`config.mk`:
```
export PLATFORM = sky130hd
export DESIGN_NAME = secret_share_generator_top
export DESIGN_NICKNAME = d
export VERILOG_FILES = /design/src/ssg_pkg.sv /design/src/ssg_ram.sv /design/src/ssg_ctrl.sv /design/src/ssg_dp.sv /design/src/secret_share_generator_top.sv
export VERILOG_INCLUDE_DIRS = /design/src /design/src/src
export SDC_FILE = /design/constraint.sdc
export NUM_CORES = 2
export LEC_CHECK = 0
export BUFFER_PORTS_ARGS = -buffer_cell sky130_fd_sc_hd__buf_2
export CAP_MARGIN = 20
export CORE_UTILIZATION = 35
export CTS_CLUSTER_DIAMETER = 150
export DETAILED_ROUTE_END_ITERATION = 6
export PLACE_DENSITY = 0.61
export SETUP_SLACK_MARGIN = 0.1
export SLEW_MARGIN = 20
export SYNTH_ARGS = -nofsm -noshare
export SYNTH_HDL_FRONTEND = slang
export SYNTH_SLANG_ARGS = --single-unit
```
`constraint.sdc`:
```
create_clock -name clk -period 5.1 [get_ports clk]
set_input_delay 0.51 -clock clk [delete_from_list [all_inputs] [get_ports clk]]
set_output_delay 0.51 -clock clk [all_outputs]
set_load 0.02 [all_outputs]
```
`src/assert_macros.svh`:
```
// Assertion macros for the RTL files of the secret share generator.
// No dependencies; included by modules that carry concurrent checks.
`ifndef ASSERT_MACROS_SVH
`define ASSERT_MACROS_SVH

`ifndef SYNTHESIS

// Property must hold on every rising clock edge outside reset
`define SSG_ASSERT(lbl, clk, rstn, prop, msg) \
    lbl: assert property (@(posedge clk) disable iff (!rstn) (prop)) else $error(msg);

// Antecedent in one cycle implies consequent in the next
`define SSG_ASSERT_NEXT(lbl, clk, rstn, ante, cons, msg) \
    lbl: assert property (@(posedge clk) disable iff (!rstn) (ante) |=> (cons)) else $error(msg);

`else

`define SSG_ASSERT(lbl, clk, rstn, prop, msg)
`define SSG_ASSERT_NEXT(lbl, clk, rstn, ante, cons, msg)

`endif

`endif

```
`src/ssg_pkg.sv`:
```
// Shared constants, register codes and control structs for the share generator.
// No dependencies; used by the sequencer, the datapath and the top level.
package ssg_pkg;

    // Field widths
    localparam int COEF_W = 26;
    localparam int X_W    = 7;
    localparam int SC_W   = 7;
    localparam int THR_W  = 5;

    // Default sizing
    localparam int MAX_COEFFS_DEF = 16;
    localparam int MAX_SHARES_DEF = 64;

    // Field prime
    localparam logic [COEF_W-1:0] PRIME = 26'd39916801;

    // Modular reduction: sum = acc*x + c is below 65*P, fits 33 bits
    localparam int SUM_W     = 33;
    localparam int HI_LSB    = 19;
    localparam int REC_W     = SUM_W - HI_LSB;
    localparam int REC_SHIFT = 20;
    // floor(2^(HI_LSB+REC_SHIFT) / P)
    localparam logic [REC_W-1:0] RECIP = 14'd13772;
    localparam int Q_W       = 7;
    localparam int REM_W     = COEF_W + 1;

    // APB register map
    localparam int ADDR_W    = 3;
    localparam int DATA_W    = 32;
    localparam logic [0:0] REG_SHARE_COUNT = 1'b0;
    localparam logic [0:0] REG_THRESHOLD   = 1'b1;

    localparam logic [SC_W-1:0]  SHARE_COUNT_RST = 7'd5;
    localparam logic [THR_W-1:0] THRESHOLD_RST   = 5'd3;

    // Controller to datapath
    typedef struct packed {
        logic           acc_clr;
        logic           mul_en;
        logic           quo_en;
        logic           rem_en;
        logic           red_en;
        logic           out_load;
        logic           last;
        logic [X_W-1:0] x;
    } cmd_t;

    // Datapath to controller
    typedef struct packed {
        logic out_free;
    } sts_t;

endpackage

```
`src/ssg_ram.sv`:
```
// Generic single-port-write, single-port-read RAM with registered read data.
// No dependencies; holds the polynomial coefficients.
module ssg_ram #(
    parameter int WIDTH = 26,
    parameter int DEPTH = 16,
    localparam int AW = (DEPTH > 1) ? $clog2(DEPTH) : 1
) (
    input  logic             clk,
    input  logic             we,
    input  logic [AW-1:0]    waddr,
    input  logic [WIDTH-1:0] wdata,
    input  logic             re,
    input  logic [AW-1:0]    raddr,
    output logic [WIDTH-1:0] rdata
);

    logic [WIDTH-1:0] mem_reg [DEPTH];
    logic [WIDTH-1:0] rdata_reg;

    // Write port and registered read port
    always_ff @(posedge clk)
    begin
        if (we)
        begin
            mem_reg[waddr] <= wdata;
        end
        if (re)
        begin
            rdata_reg <= mem_reg[raddr];
        end
    end

    assign rdata = rdata_reg;

endmodule

```
`src/ssg_ctrl.sv`:
```
// Sequencer: coefficient load counting, Horner step and share loops.
// Depends on ssg_pkg for the command and status structs.
module ssg_ctrl #(
    parameter int MAX_COEFFS = ssg_pkg::MAX_COEFFS_DEF,
    parameter int MAX_SHARES = ssg_pkg::MAX_SHARES_DEF,
    localparam int AW = (MAX_COEFFS > 1) ? $clog2(MAX_COEFFS) : 1
) (
    input  logic                        clk,
    input  logic                        rst_n,
    input  logic [ssg_pkg::THR_W-1:0]   threshold,
    input  logic [ssg_pkg::SC_W-1:0]    share_count,
    input  logic                        in_valid,
    output logic                        in_ready,
    output logic                        wr_en,
    output logic [AW-1:0]               wr_addr,
    output logic                        rd_en,
    output logic [AW-1:0]               rd_addr,
    output ssg_pkg::cmd_t               cmd,
    input  ssg_pkg::sts_t               sts
);

    localparam int CW = $clog2(MAX_COEFFS + 1);

    typedef enum logic [2:0] {
        S_IDLE,
        S_FETCH,
        S_MUL,
        S_QUO,
        S_REM,
        S_RED,
        S_PUSH
    } state_t;

    state_t                    state_reg, state_next;
    logic [CW-1:0]             count_reg, count_next;
    logic [AW-1:0]             idx_reg, idx_next;
    logic [AW-1:0]             top_idx_reg, top_idx_next;
    logic [ssg_pkg::X_W-1:0]   x_reg, x_next;
    logic [ssg_pkg::SC_W-1:0]  n_reg, n_next;

    int                        thr_int;
    int                        n_int;
    logic                      accept;
    logic [CW-1:0]             cnt_inc;
    logic                      load_done;

    // Clamped register values
    always_comb
    begin
        if (threshold == '0)
            thr_int = 1;
        else if (int'(threshold) > MAX_COEFFS)
            thr_int = MAX_COEFFS;
        else
            thr_int = int'(threshold);

        if (share_count == '0)
            n_int = 1;
        else if (int'(share_count) > MAX_SHARES)
            n_int = MAX_SHARES;
        else
            n_int = int'(share_count);
    end

    assign in_ready  = (state_reg == S_IDLE);
    assign accept    = in_valid && in_ready;
    assign cnt_inc   = count_reg + CW'(1);
    assign load_done = (int'(cnt_inc) >= thr_int);

    // Coefficient store write side
    assign wr_en   = accept && (int'(count_reg) < MAX_COEFFS);
    assign wr_addr = count_reg[AW-1:0];
    assign rd_addr = idx_reg;

    // Next state and commands
    always_comb
    begin
        state_next   = state_reg;
        count_next   = count_reg;
        idx_next     = idx_reg;
        top_idx_next = top_idx_reg;
        x_next       = x_reg;
        n_next       = n_reg;
        rd_en        = 1'b0;
        cmd          = '0;
        cmd.x        = x_reg;
        cmd.last     = (x_reg == n_reg);

        unique case (state_reg)
            S_IDLE:
            begin
                if (accept)
                begin
                    if (load_done)
                    begin
                        count_next   = '0;
                        top_idx_next = AW'(thr_int - 1);
                        idx_next     = AW'(thr_int - 1);
                        n_next       = ssg_pkg::SC_W'(n_int);
                        x_next       = ssg_pkg::X_W'(1);
                        cmd.acc_clr  = 1'b1;
                        state_next   = S_FETCH;
                    end
                    else
                    begin
                        count_next = cnt_inc;
                    end
                end
            end
            S_FETCH:
            begin
                rd_en      = 1'b1;
                state_next = S_MUL;
            end
            S_MUL:
            begin
                cmd.mul_en = 1'b1;
                state_next = S_QUO;
            end
            S_QUO:
            begin
                cmd.quo_en = 1'b1;
                state_next = S_REM;
            end
            S_REM:
            begin
                cmd.rem_en = 1'b1;
                state_next = S_RED;
            end
            S_RED:
            begin
                cmd.red_en = 1'b1;
                if (idx_reg == '0)
                begin
                    state_next = S_PUSH;
                end
                else
                begin
                    idx_next   = idx_reg - AW'(1);
                    state_next = S_FETCH;
                end
            end
            S_PUSH:
            begin
                if (sts.out_free)
                begin
                    cmd.out_load = 1'b1;
                    if (x_reg == n_reg)
                    begin
                        state_next = S_IDLE;
                    end
                    else
                    begin
                        x_next      = x_reg + ssg_pkg::X_W'(1);
                        idx_next    = top_idx_reg;
                        cmd.acc_clr = 1'b1;
                        state_next  = S_FETCH;
                    end
                end
            end
            default:
            begin
                state_next = S_IDLE;
            end
        endcase
    end

    // State and counters
    always_ff @(posedge clk or negedge rst_n)
    begin
        if (!rst_n)
        begin
            state_reg   <= S_IDLE;
            count_reg   <= '0;
            idx_reg     <= '0;
            top_idx_reg <= '0;
            x_reg       <= '0;
            n_reg       <= '0;
        end
        else
        begin
            state_reg   <= state_next;
            count_reg   <= count_next;
            idx_reg     <= idx_next;
            top_idx_reg <= top_idx_next;
            x_reg       <= x_next;
            n_reg       <= n_next;
        end
    end

endmodule

```
`src/ssg_dp.sv`:
```
// Datapath: Horner multiply-accumulate modulo P and the share output register.
// Depends on ssg_pkg for constants and the command and status structs.
module ssg_dp (
    input  logic                         clk,
    input  logic                         rst_n,
    input  ssg_pkg::cmd_t                cmd,
    output ssg_pkg::sts_t                sts,
    input  logic [ssg_pkg::COEF_W-1:0]   rd_data,
    output logic                         out_valid,
    input  logic                         out_ready,
    output logic [ssg_pkg::X_W-1:0]      share_x,
    output logic [ssg_pkg::COEF_W-1:0]   share_y,
    output logic                         last_share
);

    localparam int PW = 2 * ssg_pkg::REC_W;

    logic [ssg_pkg::COEF_W-1:0] acc_reg, acc_next;
    logic [ssg_pkg::SUM_W-1:0]  prod_reg, prod_next;
    logic [ssg_pkg::Q_W-1:0]    q_reg, q_next;
    logic [ssg_pkg::REM_W-1:0]  rem_reg, rem_next;
    logic [ssg_pkg::COEF_W-1:0] cred;
    logic [PW-1:0]              rec_prod;

    logic                       out_valid_reg;
    logic [ssg_pkg::X_W-1:0]    out_x_reg;
    logic [ssg_pkg::COEF_W-1:0] out_y_reg;
    logic                       out_last_reg;

    // Stored coefficient is a 26-bit value, so below 2P: one conditional subtract
    assign cred = (rd_data >= ssg_pkg::PRIME) ? (rd_data - ssg_pkg::PRIME) : rd_data;

    // Step 1: acc*x + c
    assign prod_next = ssg_pkg::SUM_W'(acc_reg) * ssg_pkg::SUM_W'(cmd.x)
                     + ssg_pkg::SUM_W'(cred);

    // Step 2: quotient estimate from the top bits, low by at most one
    assign rec_prod = PW'(prod_reg[ssg_pkg::SUM_W-1:ssg_pkg::HI_LSB]) * PW'(ssg_pkg::RECIP);
    assign q_next   = rec_prod[ssg_pkg::REC_SHIFT +: ssg_pkg::Q_W];

    // Step 3: remainder below 2P
    assign rem_next = ssg_pkg::REM_W'(prod_reg
                    - ssg_pkg::SUM_W'(q_reg) * ssg_pkg::SUM_W'(ssg_pkg::PRIME));

    // Step 4: final correction into the accumulator
    always_comb
    begin
        if (cmd.acc_clr)
            acc_next = '0;
        else if (cmd.red_en)
            acc_next = (rem_reg >= ssg_pkg::REM_W'(ssg_pkg::PRIME))
                     ? ssg_pkg::COEF_W'(rem_reg - ssg_pkg::REM_W'(ssg_pkg::PRIME))
                     : ssg_pkg::COEF_W'(rem_reg);
        else
            acc_next = acc_reg;
    end

    // Arithmetic pipeline registers
    always_ff @(posedge clk)
    begin
        acc_reg <= acc_next;
        if (cmd.mul_en)
        begin
            prod_reg <= prod_next;
        end
        if (cmd.quo_en)
        begin
            q_reg <= q_next;
        end
        if (cmd.rem_en)
        begin
            rem_reg <= rem_next;
        end
    end

    // Output slot: free when empty or being drained this cycle
    assign sts.out_free = !out_valid_reg || out_ready;

    always_ff @(posedge clk or negedge rst_n)
    begin
        if (!rst_n)
        begin
            out_valid_reg <= 1'b0;
        end
        else if (cmd.out_load)
        begin
            out_valid_reg <= 1'b1;
        end
        else if (out_ready)
        begin
            out_valid_reg <= 1'b0;
        end
    end

    always_ff @(posedge clk)
    begin
        if (cmd.out_load)
        begin
            out_x_reg    <= cmd.x;
            out_y_reg    <= acc_reg;
            out_last_reg <= cmd.last;
        end
    end

    assign out_valid  = out_valid_reg;
    assign share_x    = out_x_reg;
    assign share_y    = out_y_reg;
    assign last_share = out_last_reg;

endmodule

```
`src/secret_share_generator_top.sv`:
```
// Top level of the secret share generator: APB registers, coefficient RAM,
// sequencer and datapath. Depends on ssg_pkg, ssg_ram, ssg_ctrl, ssg_dp.
//
//  channel      | direction | handshake                          | payload
//  -------------+-----------+------------------------------------+---------------------------
//  coefficient  | in        | coefficient_valid/coefficient_ready | coefficient
//  share        | out       | share_valid/share_ready             | share_x, share_y, last_share
//  config (APB) | in        | psel/penable/pwrite, pready high    | paddr, pwdata, prdata
//
// Each beat is written to the coefficient RAM; the beat that completes a load starts
// share_count evaluations, each a coefficient RAM read and the four-step modular
// multiply-accumulate per term, then a push that waits for a free output register.
// coefficient_ready is low while shares are evaluated; the final share may sit
// in the output register while the next secret loads. No clearing pass after
// reset: the block accepts beats as soon as rst_n rises.

`include "assert_macros.svh"

module secret_share_generator_top #(
    parameter int MAX_COEFFS = ssg_pkg::MAX_COEFFS_DEF,
    parameter int MAX_SHARES = ssg_pkg::MAX_SHARES_DEF
) (
    input  logic                         clk,
    input  logic                         rst_n,
    // APB configuration port
    input  logic                         psel,
    input  logic                         penable,
    input  logic                         pwrite,
    input  logic [ssg_pkg::ADDR_W-1:0]   paddr,
    input  logic [ssg_pkg::DATA_W-1:0]   pwdata,
    output logic [ssg_pkg::DATA_W-1:0]   prdata,
    output logic                         pready,
    // Coefficient channel
    input  logic                         coefficient_valid,
    output logic                         coefficient_ready,
    input  logic [ssg_pkg::COEF_W-1:0]   coefficient,
    // Share channel
    output logic                         share_valid,
    input  logic                         share_ready,
    output logic [ssg_pkg::X_W-1:0]      share_x,
    output logic [ssg_pkg::COEF_W-1:0]   share_y,
    output logic                         last_share
);

    localparam int AW = (MAX_COEFFS > 1) ? $clog2(MAX_COEFFS) : 1;

    logic [ssg_pkg::SC_W-1:0]   share_count_reg;
    logic [ssg_pkg::THR_W-1:0]  threshold_reg;
    logic                       cfg_wr;
    logic [0:0]                 reg_idx;

    logic                       wr_en;
    logic [AW-1:0]              wr_addr;
    logic                       rd_en;
    logic [AW-1:0]              rd_addr;
    logic [ssg_pkg::COEF_W-1:0] rd_data;
    ssg_pkg::cmd_t              cmd;
    ssg_pkg::sts_t              sts;

    // Configuration registers
    assign pready  = 1'b1;
    assign cfg_wr  = psel && penable && pwrite && pready;
    assign reg_idx = paddr[2:2];

    always_ff @(posedge clk or negedge rst_n)
    begin
        if (!rst_n)
        begin
            share_count_reg <= ssg_pkg::SHARE_COUNT_RST;
            threshold_reg   <= ssg_pkg::THRESHOLD_RST;
        end
        else if (cfg_wr)
        begin
            unique case (reg_idx)
                ssg_pkg::REG_SHARE_COUNT: share_count_reg <= pwdata[ssg_pkg::SC_W-1:0];
                ssg_pkg::REG_THRESHOLD:   threshold_reg   <= pwdata[ssg_pkg::THR_W-1:0];
                default:                  ;
            endcase
        end
    end

    // Register read-back
    always_comb
    begin
        unique case (reg_idx)
            ssg_pkg::REG_SHARE_COUNT: prdata = ssg_pkg::DATA_W'(share_count_reg);
            ssg_pkg::REG_THRESHOLD:   prdata = ssg_pkg::DATA_W'(threshold_reg);
            default:                  prdata = '0;
        endcase
    end

    // Coefficient store
    ssg_ram #(
        .WIDTH (ssg_pkg::COEF_W),
        .DEPTH (MAX_COEFFS)
    ) u_ram (
        .clk   (clk),
        .we    (wr_en),
        .waddr (wr_addr),
        .wdata (coefficient),
        .re    (rd_en),
        .raddr (rd_addr),
        .rdata (rd_data)
    );

    // Sequencer
    ssg_ctrl #(
        .MAX_COEFFS (MAX_COEFFS),
        .MAX_SHARES (MAX_SHARES)
    ) u_ctrl (
        .clk         (clk),
        .rst_n       (rst_n),
        .threshold   (threshold_reg),
        .share_count (share_count_reg),
        .in_valid    (coefficient_valid),
        .in_ready    (coefficient_ready),
        .wr_en       (wr_en),
        .wr_addr     (wr_addr),
        .rd_en       (rd_en),
        .rd_addr     (rd_addr),
        .cmd         (cmd),
        .sts         (sts)
    );

    // Modular Horner datapath
    ssg_dp u_dp (
        .clk        (clk),
        .rst_n      (rst_n),
        .cmd        (cmd),
        .sts        (sts),
        .rd_data    (rd_data),
        .out_valid  (share_valid),
        .out_ready  (share_ready),
        .share_x    (share_x),
        .share_y    (share_y),
        .last_share (last_share)
    );

    // Checks
    `SSG_ASSERT(a_y_reduced, clk, rst_n, !share_valid || (share_y < ssg_pkg::PRIME), "share_y not reduced modulo P")
    `SSG_ASSERT(a_x_nonzero, clk, rst_n, !share_valid || (share_x != '0), "share_x is zero")
    `SSG_ASSERT(a_busy_mid_secret, clk, rst_n, !(share_valid && !last_share) || !coefficient_ready, "coefficient accepted while shares of a secret remain")
    `SSG_ASSERT_NEXT(a_load_busy, clk, rst_n, cmd.out_load && !cmd.last, !coefficient_ready, "sequencer idle after a non-final share")

endmodule

```
==> metrics.md <==
| Metric | Value |
|---|---|
| Global Route Usage Sum | `between 15 and 20%` |
| Die area | `~0.11 sq mm` |
| Setup ws final | `-0.483 ns` |
| Max Slew Vio Count | `0` |
| Most frequent cells in the layout | `edfxtp_1 (543), inv_1 (402), buf_4 (259)` |
| # nets final | `roughly 3.8k` |
| Boundary pin count | `~140` |
| Pre-Repair DR Iteration Count | `5` |
| Buffer depth of the longest clock path | `3` |
| Core Box Area | `0.103 sq mm` |
| Clock latency on the worst-skew pair | `~0.63 ns` |
| Relative slew slack | `between 20% and 30%` |
| Top cell type's share of synthesized area | `44.6%` |
| Critical path type | `reg -> reg` |
| RSZ-0062 raised after global routing | `true` |
| RePlAce Congestion | `slightly below 0.9` |
| Final Hold Vio Count | `0` |
| Max Fclk | `~180 MHz` |
| CP arrival | `approximately 6.0 ns` |
| Vias in the first global route | `around 23k` |
| Clock skew | `between 0.03 and 0.04 ns` |
| Post-DP HPWL | `roughly 60 mm` |
| Mapped Cells | `2920` |
| Max stage delay on crit path | `about 0.54 ns` |
| Clk sinks | `slightly above 600` |
| Most common cell after layout, fill and taps aside | `edfxtp_1` |
| Synth Cell Area | `about 0.037 sq mm` |
| Number of flops mapped to enable cells by yosys | `543` |
| Failing checks | `negative setup slack` |
| Setup crit end kind | `flip-flop` |
| Antenna Nets Post-Route | `0` |
| Final setup fails | `21` |
| Yosys top cell by area | `edfxtp_1` |
| Detail Route met3 WL | `between 3 and 4 mm` |
| Final period util | `109%` |
| CTS Buf Count | `67` |
| CP Max Fanout | `7` |
| Cell row count | `between 100 and 150` |
| Initial antenna violation count | `10` |
| Max Cap Viol | `0` |
| Clk slew on worst S/H paths | `about 0.06 ns` |
| Worst EP required | `about 5.5 ns` |
| Drt drc | `0` |
| Syn avg cell area | `12.5 sq um` |
| Ys Warns | `0` |
| Die W | `between 300 and 400 um` |
| Largest cells by area after synthesis | `edfxtp_1 (45%), fa_1 (12%), ha_1 (7.4%)` |
| Vias | `22.6k` |
| Fin crit period | `around 5.6 ns` |
| Wire length on met1 | `37.6 mm` |
| I/O Buffers | `between 80 and 90` |
| Routed wire length | `approximately 86 mm` |
| Starting Density | `a little over a third` |
| Status | `finished with violations` |
| Share of cells above drive strength 1 | `about a fifth` |
| Most frequent CP cell | `fa_1` |
| Metal2 WL | `~43 mm` |
| WHS | `between 0.1 and 0.15 ns` |
| Die H | `about 330 um` |
| Startpoint types | `flip-flop` |
| Setup TNS Final | `-6.09 ns` |
| Cell variety after synth | `73` |
| Async S/R FF share, synth | `7.03%` |
| Primary FF master, synth | `edfxtp_1` |
| H-Tree Level Count | `3` |
| Largest net degree at the start of global routing | `53` |
| Root Driver | `clkbuf_16` |
| Largest register FFs | `roughly 420` |
| CP max stage cell | `fa_1` |
| Max layer used | `met5` |
| Layout fillers | `9506` |
| TritonCTS clock tree | `built` |
| Setup slack, reg-to-reg | `-0.48 ns` |
| Delay-heaviest family, CP | `simple AND/OR/NAND/NOR gates` |
| Critical path, cell by cell | `buf_6 > nor4_4 > and4_1 > o211a_1 > o21ai_2 > a21o_4 > buf_6 > nand2_1 > xnor2_2 > fa_1 > fa_1 > inv_1 > fa_1 > inv_2 > ha_4 > inv_1 > or3_4 > o21ba_4 > nor3_4 > or4b_4 > and3_4 > nor3_2` |
| Register area share after synthesis | `49.0%` |
| CP bufs+invs | `5` |
| DR WL/cell | `between 15 and 20 um` |
| Synthesized flop and latch total | `just over 600` |
| First-pass GRT wire length | `approximately 130 mm` |
| Syn-to-layout area delta | `19.1%` |
| Via-to-Cell Ratio | `between 4 and 5` |
| GR Overflow Total | `0` |
| Initial DRC Count | `between 1k and 1.5k` |
| Hold Crit Class | `in -> reg` |
| Worst-Margin Slew | `1.11 ns` |
-- worst reg2reg max path: cells and delay by family (launching register included) --
| kind | cells | cell delay (ns) |
|---|---|---|
| compound gates | 4 | 0.78 |
| xor+xnor | 1 | 0.13 |
| buf+inv | 5 | 0.45 |
| fa+ha+maj | 4 | 1.75 |
| flops | 1 | 0.43 |
| simple gates | 8 | 1.86 |
-- path summary, 6_finish.rpt --
| kind | from | endpoint | cells past startpoint |
|---|---|---|---|
| min in group asynchronous | rst_n | share_count_reg[6] | 3 |
| max | u_ram.rdata[5] | u_dp.prod_reg[30] | 22 |
| min reg2reg | u_ctrl.top_idx_reg[2] | u_ctrl.top_idx_reg[2] | 2 |
| max in group asynchronous | rst_n | u_ctrl.rd_addr[0] | 3 |
| max reg2reg | u_ram.rdata[5] | u_dp.prod_reg[30] | 22 |
| min | pwdata[6] | share_count_reg[6] | 2 |
-- Yosys cell counts, types with 29 or more instances --
library cell / number
dfrtp_1: 39
a22oi_1: 29
mux2i_1: 104
nor3_1: 35
nor2_1: 135
a211oi_1: 35
xnor2_1: 83
clkbuf_1: 77
nand2_1: 209
ha_1: 215
a21o_1: 40
o21ai_0: 76
edfxtp_1: 543
a221oi_1: 30
mux4_2: 52
and2_1: 135
fa_1: 228
a21oi_1: 100
xor2_1: 51
inv_1: 414
-- layout make-up --
| type | instances | area, sq um | share of cell area [%] |
|---|---|---|---|
| Antenna cell | 2 | 5.00 | 0.0115 |
| Clock buffer | 89 | 1780 | 4.09 |
| Clock inverter | 32 | 309 | 0.710 |
| Inverter | 414 | 1560 | 3.58 |
| Multi-Input combinational cell | 1799 | 17600 | 40.4 |
| Sequential cell | 612 | 17900 | 41.2 |
| Tap cell | 1380 | 1730 | 3.97 |
| Timing Repair Buffer | 359 | 2650 | 6.09 |
-- cell families after synthesis --
family,share of synthesized area (%)
and+or+nand+nor,8.76
xor gates and xnor gates,3.21
adders and majority gates,19.9
muxes,6.61
buffers and inverters,5.78
AOI/OAI and AO/OA,6.74
DFF,49.0
other,0.0206
-- per-layer routing --
layer / track usage [%] / vias up
met4: 3.90 / 12
met2: 28.3 / 399
met5: 0 / -
li1: - / 10800
met3: 2.51 / 124
met1: 21.5 / 11300
-- metrics by stage --
stage | cell area, sq um | setup WS (ns) | instances | utilization [%]
2_1_floorplan | 36800 | -0.158 | 2944 | -
3_3_place_gp | 40400 | -0.533 | 4533 | 39.1
3_5_place_dp | 40400 | -0.648 | 4533 | 39.1
4_1_cts | 43000 | -0.426 | 4670 | 41.5
5_1_grt | 43500 | -0.729 | 4685 | 42.0
6_report | 43500 | -0.483 | 4687 | 42.0
-- timing repair --
action                                 in CTS  in global routing
setup endpoints to repair                  29                 31
endpoints found under the hold margin      39                  0
setup buffers                              15                 11
hold buffers                                1                  0
resized for setup                          64                 77
pin swaps                                  42                 57
gates cloned                                0                  0
Power is not shown: default switching activity piles up to over one toggle a cycle in this logic, so the estimate is an artifact.
